--- src/rtl/mtdf_pkg.sv ---
package mtdf_pkg;

    localparam int SOURCE_ENTRIES     = 8;
    localparam int SERIALS_PER_SOURCE = 5;

    localparam int CFG_IDX_W  = 2;
    localparam int CFG_DATA_W = 32;

    localparam logic [CFG_IDX_W-1:0] REG_OWN_USER     = 2'd0;
    localparam logic [CFG_IDX_W-1:0] REG_OWN_DEVICE   = 2'd1;
    localparam logic [CFG_IDX_W-1:0] REG_SUPER_USER   = 2'd2;
    localparam logic [CFG_IDX_W-1:0] REG_DEFAULT_USER = 2'd3;

    localparam logic [31:0] SUPER_USER_RESET = 32'hFFFF_FFFF;

    localparam logic [2:0] ST_COMPLETE   = 3'd0;
    localparam logic [2:0] ST_USER_ERR   = 3'd1;
    localparam logic [2:0] ST_REPEAT     = 3'd2;
    localparam logic [2:0] ST_TARGET_ERR = 3'd3;
    localparam logic [2:0] ST_NO_CMD     = 3'd4;

    localparam logic [1:0] TARGET_SINGLE = 2'd0;
    localparam logic [1:0] TARGET_ALL    = 2'd1;

    typedef struct packed {
        logic [31:0] msg_user_id;
        logic [31:0] source_address;
        logic [7:0]  serial_number;
        logic [1:0]  target_kind;
        logic [31:0] target_address;
    } t_req;

    typedef struct packed {
        logic [2:0]  status;
        logic [31:0] reply_address;
        logic [31:0] last_broadcast_source;
    } t_rsp;

endpackage

--- src/rtl/message_target_and_duplicate_filter.sv ---
// Checks one received message header per request and returns exactly one result,
// shown on o_rsp for the single cycle in which o_done is high; the receiver cannot
// stall, so the result must be captured in that cycle. A request is taken when start
// is high and busy is low. A message that fails the user check is answered in the
// next cycle. Any other message scans the source table, one row read per cycle from
// a single RAM with a registered read; a message from a known source then updates
// that row unless the serial is a repeat, and a message from an unknown source
// reads and rewrites the next victim row. Each RAM row holds one source address,
// its ring pointer and its recent serial numbers; a row never written reads as zero.
// Configuration registers may be written only while busy is low.
module message_target_and_duplicate_filter #(
    parameter int SOURCE_ENTRIES     = mtdf_pkg::SOURCE_ENTRIES,
    parameter int SERIALS_PER_SOURCE = mtdf_pkg::SERIALS_PER_SOURCE
) (
    input  logic                             i_clk,
    input  logic                             i_rst_n,
    input  logic                             start,
    output logic                             busy,
    input  mtdf_pkg::t_req                   i_req,
    output logic                             o_done,
    output mtdf_pkg::t_rsp                   o_rsp,
    input  logic                             i_cfg_we,
    input  logic [mtdf_pkg::CFG_IDX_W-1:0]   i_cfg_idx,
    input  logic [mtdf_pkg::CFG_DATA_W-1:0]  i_cfg_data
);

    localparam int IW = $clog2(SOURCE_ENTRIES);
    localparam int SW = $clog2(SERIALS_PER_SOURCE);
    localparam int HW = 8 * SERIALS_PER_SOURCE;
    localparam int RW = 32 + SW + HW;

    localparam logic [IW-1:0] LAST_ENTRY = IW'(SOURCE_ENTRIES - 1);
    localparam logic [SW-1:0] LAST_SLOT  = SW'(SERIALS_PER_SOURCE - 1);

    localparam logic [2:0] S_IDLE   = 3'd0;
    localparam logic [2:0] S_SCAN   = 3'd1;
    localparam logic [2:0] S_HIT    = 3'd2;
    localparam logic [2:0] S_VREAD  = 3'd3;
    localparam logic [2:0] S_VWRITE = 3'd4;

    logic [2:0]                r_state;
    logic [IW-1:0]             r_idx;
    logic                      r_chk;
    logic [IW-1:0]             r_vp;
    logic [SOURCE_ENTRIES-1:0] r_valid;
    logic [31:0]               r_bsrc;
    logic [31:0]               r_own_user;
    logic [31:0]               r_own_device;
    logic [31:0]               r_super_user;
    logic [31:0]               r_default_user;
    logic                      r_done;

    mtdf_pkg::t_req            r_req;
    mtdf_pkg::t_rsp            r_rsp;
    logic [RW-1:0]             r_row;
    logic [IW-1:0]             r_hit_idx;
    logic [IW-1:0]             r_rd_idx;

    logic                      w_accept;
    logic                      w_user_ok;
    logic [IW-1:0]             w_raddr;
    logic [RW-1:0]             w_rdata;
    logic [RW-1:0]             w_row;
    logic                      w_match;
    logic                      w_repeat;
    logic [SW-1:0]             w_next_slot;
    logic [RW-1:0]             w_hit_row;
    logic [RW-1:0]             w_victim_row;
    logic                      w_we;
    logic [IW-1:0]             w_waddr;
    logic [RW-1:0]             w_wdata;
    mtdf_pkg::t_rsp            w_pass_rsp;
    logic [31:0]               w_bsrc_n;

    assign busy     = (r_state != S_IDLE);
    assign w_accept = start && !busy;
    assign o_done   = r_done;
    assign o_rsp    = r_rsp;

    assign w_user_ok = (i_req.msg_user_id == r_own_user) ||
                       (i_req.msg_user_id == r_super_user) ||
                       (r_own_user == r_default_user);

    always_comb begin
        unique case (r_state) inside
            S_VREAD, S_VWRITE: w_raddr = r_vp;
            default:           w_raddr = r_idx;
        endcase
    end

    mtdf_ram #(
        .WIDTH(RW),
        .DEPTH(SOURCE_ENTRIES)
    ) u_table (
        .i_clk  (i_clk),
        .i_we   (w_we),
        .i_waddr(w_waddr),
        .i_wdata(w_wdata),
        .i_raddr(w_raddr),
        .o_rdata(w_rdata)
    );

    // Rows that were never written read as zero, masked by their valid bits.
    assign w_row   = r_valid[r_rd_idx] ? w_rdata : '0;
    assign w_match = (w_row[RW-1 -: 32] == r_req.source_address);

    always_comb begin
        w_repeat = 1'b0;
        for (int s = 0; s < SERIALS_PER_SOURCE; s++) begin
            if (r_row[8*s +: 8] == r_req.serial_number) begin
                w_repeat = 1'b1;
            end
        end
        w_next_slot = (r_row[HW +: SW] == LAST_SLOT) ? '0 : r_row[HW +: SW] + 1'b1;
        w_hit_row = r_row;
        w_hit_row[HW +: SW] = w_next_slot;
        for (int s = 0; s < SERIALS_PER_SOURCE; s++) begin
            if (SW'(s) == w_next_slot) begin
                w_hit_row[8*s +: 8] = r_req.serial_number;
            end
        end
    end

    // A replaced entry keeps its ring pointer and older serials.
    always_comb begin
        w_victim_row = w_row;
        w_victim_row[RW-1 -: 32] = r_req.source_address;
        w_victim_row[7:0] = r_req.serial_number;
    end

    always_comb begin
        w_we    = 1'b0;
        w_waddr = r_hit_idx;
        w_wdata = w_hit_row;
        if (r_state == S_HIT) begin
            w_we = !w_repeat;
        end else if (r_state == S_VWRITE) begin
            w_we    = 1'b1;
            w_waddr = r_vp;
            w_wdata = w_victim_row;
        end
    end

    // Target check for a message that passed the duplicate filter.
    always_comb begin
        w_bsrc_n = r_bsrc;
        w_pass_rsp.reply_address = r_req.target_address;
        if (r_req.target_kind == mtdf_pkg::TARGET_SINGLE) begin
            if (r_req.target_address != r_own_device) begin
                w_pass_rsp.status = mtdf_pkg::ST_TARGET_ERR;
            end else begin
                w_pass_rsp.status = mtdf_pkg::ST_COMPLETE;
                w_pass_rsp.reply_address = r_req.source_address;
                w_bsrc_n = '0;
            end
        end else if (r_req.target_kind == mtdf_pkg::TARGET_ALL &&
                     r_req.target_address == '0) begin
            w_pass_rsp.status = mtdf_pkg::ST_COMPLETE;
            w_pass_rsp.reply_address = r_req.source_address;
            w_bsrc_n = r_req.source_address;
        end else begin
            w_pass_rsp.status = mtdf_pkg::ST_NO_CMD;
        end
        w_pass_rsp.last_broadcast_source = w_bsrc_n;
    end

    always_ff @(posedge i_clk) begin
        if (!i_rst_n) begin
            r_state        <= S_IDLE;
            r_idx          <= '0;
            r_chk          <= 1'b0;
            r_vp           <= '0;
            r_valid        <= '0;
            r_bsrc         <= '0;
            r_own_user     <= '0;
            r_own_device   <= '0;
            r_super_user   <= mtdf_pkg::SUPER_USER_RESET;
            r_default_user <= '0;
            r_done         <= 1'b0;
        end else begin
            if (i_cfg_we) begin
                unique case (i_cfg_idx)
                    mtdf_pkg::REG_OWN_USER:     r_own_user     <= i_cfg_data;
                    mtdf_pkg::REG_OWN_DEVICE:   r_own_device   <= i_cfg_data;
                    mtdf_pkg::REG_SUPER_USER:   r_super_user   <= i_cfg_data;
                    mtdf_pkg::REG_DEFAULT_USER: r_default_user <= i_cfg_data;
                    default: ;
                endcase
            end
            if (w_we) begin
                r_valid[w_waddr] <= 1'b1;
            end
            unique case (r_state)
                S_IDLE: begin
                    r_done <= w_accept && !w_user_ok;
                    if (w_accept) begin
                        r_idx <= '0;
                        r_chk <= 1'b0;
                        if (w_user_ok) begin
                            r_state <= S_SCAN;
                        end
                    end
                end
                S_SCAN: begin
                    r_done <= 1'b0;
                    if (r_chk && w_match) begin
                        r_state <= S_HIT;
                    end else if (r_chk && r_rd_idx == LAST_ENTRY) begin
                        r_vp    <= (r_vp == LAST_ENTRY) ? '0 : r_vp + 1'b1;
                        r_state <= S_VREAD;
                    end else begin
                        r_idx <= (r_idx == LAST_ENTRY) ? '0 : r_idx + 1'b1;
                        r_chk <= 1'b1;
                    end
                end
                S_HIT: begin
                    if (!w_repeat) begin
                        r_bsrc <= w_bsrc_n;
                    end
                    r_done  <= 1'b1;
                    r_state <= S_IDLE;
                end
                S_VREAD: begin
                    r_done  <= 1'b0;
                    r_state <= S_VWRITE;
                end
                S_VWRITE: begin
                    r_bsrc  <= w_bsrc_n;
                    r_done  <= 1'b1;
                    r_state <= S_IDLE;
                end
                default: begin
                    r_done  <= 1'b0;
                    r_state <= S_IDLE;
                end
            endcase
        end
    end

    always_ff @(posedge i_clk) begin
        r_rd_idx <= w_raddr;
        if (w_accept) begin
            r_req <= i_req;
            r_rsp.status                <= mtdf_pkg::ST_USER_ERR;
            r_rsp.reply_address         <= i_req.target_address;
            r_rsp.last_broadcast_source <= r_bsrc;
        end
        if (r_state == S_SCAN && r_chk && w_match) begin
            r_row     <= w_row;
            r_hit_idx <= r_rd_idx;
        end
        if (r_state == S_HIT) begin
            if (w_repeat) begin
                r_rsp.status                <= mtdf_pkg::ST_REPEAT;
                r_rsp.reply_address         <= r_req.target_address;
                r_rsp.last_broadcast_source <= r_bsrc;
            end else begin
                r_rsp <= w_pass_rsp;
            end
        end
        if (r_state == S_VWRITE) begin
            r_rsp <= w_pass_rsp;
        end
    end

endmodule

--- src/rtl/mtdf_ram.sv ---
module mtdf_ram #(
    parameter int WIDTH = 8,
    parameter int DEPTH = 8
) (
    input  logic                     i_clk,
    input  logic                     i_we,
    input  logic [$clog2(DEPTH)-1:0] i_waddr,
    input  logic [WIDTH-1:0]         i_wdata,
    input  logic [$clog2(DEPTH)-1:0] i_raddr,
    output logic [WIDTH-1:0]         o_rdata
);

    logic [WIDTH-1:0] r_mem [DEPTH];
    logic [WIDTH-1:0] r_rdata;

    always_ff @(posedge i_clk) begin
        if (i_we) begin
            r_mem[i_waddr] <= i_wdata;
        end
        r_rdata <= r_mem[i_raddr];
    end

    assign o_rdata = r_rdata;

endmodule

--- config.mk ---
export PLATFORM = sky130hd
export DESIGN_NAME = message_target_and_duplicate_filter
export DESIGN_NICKNAME = d
export VERILOG_FILES = /design/src/rtl/mtdf_pkg.sv /design/src/rtl/message_target_and_duplicate_filter.sv /design/src/rtl/mtdf_ram.sv
export SDC_FILE = /design/constraint.sdc
export NUM_CORES = 1
export LEC_CHECK = 0
export BUFFER_PORTS_ARGS = -buffer_cell sky130_fd_sc_hd__buf_2
export CORE_MARGIN = 3
export CORE_UTILIZATION = 45
export DETAILED_ROUTE_END_ITERATION = 8
export HOLD_SLACK_MARGIN = 0.12
export PLACE_DENSITY = 0.64
export REMOVE_ABC_BUFFERS = 1
export SLEW_MARGIN = 10
export SYNTH_ARGS = -nofsm -noshare
export SYNTH_HDL_FRONTEND = slang
export SYNTH_SLANG_ARGS = --single-unit
--- constraint.sdc ---
create_clock -name i_clk -period 21.5 [get_ports i_clk]
set_input_delay 2.15 -clock i_clk [delete_from_list [all_inputs] [get_ports i_clk]]
set_output_delay 2.15 -clock i_clk [all_outputs]
set_load 0.02 [all_outputs]
; ---- Word-level counts from Yosys, hierarchy flattened
; Memory sizes are Yosys's and may differ from the RTL's. A register that Yosys moved wholly into a read port is not among the register bits.
; Cells that the tools add are included.
[op_classes]
eq_ne = 32
mux = 55
reduce_logical = 32
n_lt_le_gt_ge = 3
bitwise = 2
add_sub_neg = 3
[op_table]
columns = op, count
row1 = 2-to-1 mux 67 bit, 4
row2 = 2-to-1 mux 75 bit, 3
row3 = 2-to-1 mux 32 bit, 6
row4 = equality test 32 bit, 4
row5 = case mux 32 bit (2 select lines), 1
row6 = 2-to-1 mux 3 bit, 14
row7 = equality test 8 bit, 5
row8 = 2-to-1 mux 8 bit, 5
row9 = 2-to-1 mux 35 bit, 1
row10 = zero test 32 bit, 1
row11 = != test 32 bit, 1
row12 = equality test 3 bit (second input constant), 5
row13 = 2-to-1 mux 1 bit, 14
row14 = != test 2 bit (second input constant), 5
row15 = AND reduction 2 bit, 5
row16 = adder 3 x 1 -> 3 bit (second input constant), 3
row17 = case mux 3 bit (3 select lines), 1
row18 = logical AND 1 bit, 8
row19 = less-than comparator 3 x 4 -> 1 bit (second input constant), 2
row20 = bitwise OR 8 bit, 1
row21 = equality test 2 x 3 -> 1 bit (first input constant), 2
row22 = equality test 3 x 2 -> 1 bit (second input constant), 2
row23 = zero test 3 bit, 2
row24 = case mux 3 bit (2 select lines), 1
row25 = other kinds (20), 31
[word_totals]
ram_bits = 600
regBits = 401
in_bits = 144
mem_count = 1
out_inout_bits = 69
[memory_table]
columns = name, words, width, read_ports, rd_clocked_by_memory_dff, wr, line
row1 = u_table.r_mem, 8, 75, 1, 1, 1, mtdf_ram.sv:13  ; logic [WIDTH-1:0] r_mem [DEPTH];

; ---- Longest topological paths before layout
[depth]
word_depth = 10
mapped_depth = 11

; ---- By module
; Synthesis repeated with hierarchy kept, for this count alone.
[hier_totals]
hier_cells = 2776
hier_area_um2 = 42445.7
[by_module_without_submodules]
columns = mod, instances, seq_area_each_um2, cells_each, area_per_inst_um2
row1 = mtdf_ram, 1, 19518.7, 955, 24049.3
row2 = message_target_and_duplicate_filter, 1, 10219.8, 1821, 18396.4

; ---- Least setup slack after synthesis
; Ideal clock, no wire load.
[synth_path]
path_kind = register to register
start = register r_req[41] in the netlist's numbering
end = memory u_table.r_mem[0][0] in the netlist's numbering, enable pin
path_stages_with_launch = 9
slack_ns = 13.799
setup_time_ns = 0.619
period_less_slack_ns = 7.701
arrival_ns = 7.083
cell_sequence = edfxtp_1 -> buf_2 -> xor2_1 -> nor4_1 -> nand2_1 -> o21ai_0 -> o41ai_2 -> nand2_1 -> nor3b_1
[synth_via]
elab_chain_cells = 10
[synth_rtl]
columns = item, line
row1 = start: declaration, message_target_and_duplicate_filter.sv:53  ; mtdf_pkg::t_req r_req;
row2 = start signal: assignment, message_target_and_duplicate_filter.sv:243  ; r_req <= i_req;
row3 = equality test 8 bit, message_target_and_duplicate_filter.sv:110  ; if (r_row[8*s +: 8] == r_req.serial_number) begin
row4 = 2-to-1 mux 1 bit (4 in a row), message_target_and_duplicate_filter.sv:110
row5 = 2-to-1 mux 1 bit (*), message_target_and_duplicate_filter.sv:110
row6 = zero test 1 bit (*), --
row7 = 2-to-1 mux 1 bit (*), message_target_and_duplicate_filter.sv:135  ; if (r_state == S_HIT) begin
row8 = 2-to-1 mux 1 bit (*), mtdf_ram.sv:17  ; if (i_we) begin
row9 = 2-to-1 mux 1 bit (implied by the code) (*), mtdf_ram.sv:18  ; r_mem[i_waddr] <= i_wdata;
row10 = end: declaration, mtdf_ram.sv:13
; Every way passes the cells marked *; elsewhere a longest branch is shown, timed or not.

; ---- Final worst setup path
[layout_path]
start = register r_state[1]
end = register u_table.r_rdata[73], in the netlist u_table.o_rdata[73], read port of u_table.r_mem
[layout_via]
elab_chain_cells = 3
[layout_rtl]
columns = item, line
row1 = start: declaration, message_target_and_duplicate_filter.sv:41  ; logic [2:0] r_state;
row2 = start signal: assignment, message_target_and_duplicate_filter.sv:169  ; r_state <= S_IDLE;
row3 = start signal: assignment, message_target_and_duplicate_filter.sv:200  ; r_state <= S_SCAN;
row4 = start signal: assignment, message_target_and_duplicate_filter.sv:207  ; r_state <= S_HIT;
row5 = equality test 3 x 2 -> 1 bit or equality test 3 bit (tied branches), --
row6 = OR reduction 2 bit (*), message_target_and_duplicate_filter.sv:85  ; unique case (r_state) inside
row7 = 2-to-1 mux 3 bit (*), message_target_and_duplicate_filter.sv:85
row8 = end: declaration, mtdf_ram.sv:14  ; logic [WIDTH-1:0] r_rdata;
; Marked as above.
; A chain may end at the register's enable or synchronous reset.

==> impl_metrics.py <==
metrics = {
    "run_status": {
        "outcome": "finished clean",
    },
    "layout": {
        "finish.net_count": 3272,
        "stdcell_count": 4470,
        "final_util": 0.520,
        "mostFrequentLayoutCells": "edfxtp_1, nand2_1, dfxtp_1, buf_2, mux4_2",
        "drive_gt1_frac": 0.193,
        "layout_commonest_cell": "edfxtp_1",
        "syn2layout_area_growth_pct": 14.5,
    },
    "worst_setup_path": {
        "cpPeakStageDelay_ns": 0.96,
        "reg2reg_from": "r_state[1]",
        "path_cells": "nor2_1, and2_2, buf_4, a21o_1, nor2_1, a21oi_4, buf_4, buf_4, mux4_2, mux2_2",
        "worst_path_dominant_cell_family": "buffers and inverters",
        "cpMostUsedCell": "buf_4",
        "cpMaxStageDelayCell": "buf_4",
        "path_depth": 10,
        "critPathRequiredTime_ns": 22.08,
        "r2r_slack_ns": 16.23,
        "cp_num_buf_inv": 3,
        "criticalPathCategory": "flop to flop",
        "timing.rr.end": "u_table.o_rdata[73]",
        "cp-start-kind": "flop",
        "r2r_cells": 10,
        "cp-end-kind": "flop",
        "worst-endpoint-arrival_ns": 5.85,
        "crit_fanout": 74,
    },
    "cts": {
        "postCtsSetupBuffers": 0,
        "clk_root_buffer_cell": "clkbuf_16",
        "cts_sinks": 1076,
        "clk_pin_slew_worst_paths_ns": 0.07,
        "cts_resized": 0,
        "cts_inserted_buffers": 107,
        "tritoncts": "built",
        "cts-hold-fix-buffers": 0,
        "clock_latency_ns": 0.69,
        "clock_path_buffers": 3,
        "cts-htree-levels": 3,
    },
    "floorplanning": {
        "ios": 213,
        "die_area_mm2": 0.0983,
        "core_region_area_mm2": 0.0936,
        "dieWidth_um": 314,
        "row_count": 112,
        "die_y_um": 314,
        "start_util": 0.455,
    },
    "grt": {
        "first_global_vias": 25600,
        "grt_use_total": 0.225,
        "grt_pass1_wl_mm": 166,
        "overflow": 0,
        "grt_start_max_net_pins": 98,
        "grt_antenna_before_repair": 3,
    },
    "placement": {
        "dp_hpwl_mm": 70.0,
        "port_buffers": 212,
        "dp_worst_setup_slack_ns": 16.23,
        "dp.cells": 4265,
        "gp_congestion": 0.913,
    },
    "route": {
        "route.detailed.drc": 0,
        "wl_mm": 112,
        "num_vias": 25200,
        "routedWlPerCell_um": 25.0,
        "drt_pass1_iterations": 6,
        "viasPerCell": 5.63,
        "postRouteAntennaNets": 0,
        "drtIter0Drc": 2192,
    },
    "hold_path": {
        "hp-start": "r_valid[0]",
        "holdPathEnd": "r_valid[0]",
        "whs_path_depth": 1,
        "hold_path.class": "flop to flop",
    },
    "synth": {
        "synth_cells": 2914,
        "ys_seq_area_frac": 0.699,
        "synth_async_sr_flop_share": 0,
        "synth_flop_cell": "edfxtp_1",
        "synth_warnings": 0,
        "synth-edff-count": 819,
        "syn_area_per_cell_um2": 14.6,
        "synth.distinct_cells": 66,
        "synth_seq_cells": 1076,
        "synth_area_mm2": 0.0426,
    },
    "sta": {
        "skew_ns": 0.0377,
        "slew_headroom": 0.193,
        "rsz0062_at_grt": "false",
        "setup_violations": 0,
        "final.setup.worst_slack_ns": 16.23,
        "hold_slack_ns": 0.472,
        "worstMarginPinSlew_ns": 1.21,
        "period_share": 0.245,
        "fmax_mhz": 190,
        "min_period_ns": 5.27,
        "slew_violations": 0,
        "hold_viol": 0,
        "fin_tns_setup_ns": 0,
    },
    "pwr": {
        "p_per_area_mw_per_mm2": 90.1,
        "vdd_drop_max_uv": 77.3,
        "p_leak_nw": 17.5,
    },
    "job": {
        "cap_violations": 0,
    },
}
==> layer usage <==
layer	vias up	part of all wire	GRT usage
li1	11200	-	-
met1	12800	0.41	0.298
met2	931	0.49	0.381
met3	203	0.062	0.0358
met4	4	0.035	0.0769
met5	-	0.00025	0
==> worst max path at each step <==
stage / startpoint / to / slack [ns]
2_1_floorplan: r_state[1] / u_table.o_rdata[0] / 11.04
3_3_place_gp: r_state[1] / u_table.o_rdata[73] / 16.33
3_5_place_dp: r_state[1] / u_table.o_rdata[73] / 16.23
4_1_cts: r_state[1] / u_table.o_rdata[73] / 16.21
5_1_grt: r_state[1] / u_table.o_rdata[73] / 15.91
6_report: r_state[1] / u_table.o_rdata[73] / 16.23
==> sequential cells by signal, summed over array words and instances, names as in the netlist <==
name             count
u_table.r_mem      600
r_hit_idx            3
r_valid              8
r_super_user        32
r_rd_idx             3
r_state              3
r_req               74
r_vp                 3
r_row               75
r_own_user          32
r_bsrc              32
r_default_user      32
r_idx                3
u_table.o_rdata     75
r_chk                1
o_done               1
o_rsp               67
r_own_device        32
==> cell type report <==
type | instances | area (um^2)
Fill cell | 7762 | 44900
Sequential cell | 1076 | 29700
Multi-Input combinational cell | 1600 | 12000
Clock buffer | 132 | 2830
Tap cell | 1254 | 1570
Timing Repair Buffer | 255 | 1390
Clock inverter | 69 | 880
Inverter | 80 | 302
Antenna cell | 4 | 10.0
==> synthesized netlist by cell type (3+ instances only) <==
master | n | area share
a211oi_1 | 3 | 0.00053
a21boi_0 | 97 | 0.017
a21oi_1 | 10 | 0.0012
a22o_1 | 33 | 0.0068
a31oi_1 | 14 | 0.0021
a32o_1 | 3 | 0.00071
and2_1 | 35 | 0.0051
and3_1 | 74 | 0.011
buf_2 | 32 | 0.0038
buf_4 | 11 | 0.0019
clkbuf_1 | 115 | 0.010
dfxtp_1 | 257 | 0.12
edfxtp_1 | 819 | 0.58
ha_1 | 8 | 0.0024
inv_1 | 79 | 0.0070
mux2_2 | 11 | 0.0029
mux2i_1 | 41 | 0.0096
mux4_2 | 150 | 0.079
nand2_1 | 609 | 0.054
nand3_1 | 40 | 0.0047
nand4_1 | 26 | 0.0038
nor2_1 | 29 | 0.0026
nor2b_1 | 4 | 0.00059
nor3_1 | 15 | 0.0018
nor3b_1 | 8 | 0.0014
nor4_1 | 41 | 0.0060
o21a_1 | 9 | 0.0016
o21ai_0 | 71 | 0.0083
o21ai_1 | 4 | 0.00047
o221ai_1 | 32 | 0.0066
o22ai_1 | 3 | 0.00044
o32ai_1 | 4 | 0.00082
or2_2 | 3 | 0.00044
xnor2_1 | 67 | 0.014
xor2_1 | 117 | 0.024
==> where the power goes <==
part / switching [mW] / leakage [nW] / internal [mW]
registers: 0.0289 / 9.40 / 2.25
logic: 0.103 / 6.31 / 0.0582
clock network: 0.807 / 1.79 / 1.15
total: 0.938 / 17.5 / 3.45
==> metrics by stage <==
stage,cell area [um^2],total power [mW]
floorplan,41900,2.40
global placement,45000,2.48
detailed placement,45000,2.48
CTS,48700,4.42
global route,48700,4.52
finish,48700,4.39
==> cell families (layout without fill, tap and decap cells) <==
group           Yosys count  count (layout)  share of synthesized area
other cells               0               4                          0
simple gates            897             897                     0.0938
xor+xnor                184             184                     0.0379
fa+ha+maj                 8               8                    0.00235
compound gates          309             309                     0.0524
mux                     202             202                     0.0919
buf+inv                 238             536                     0.0229
flops                  1076            1076                      0.699
Power figures use the tool's default switching activity.
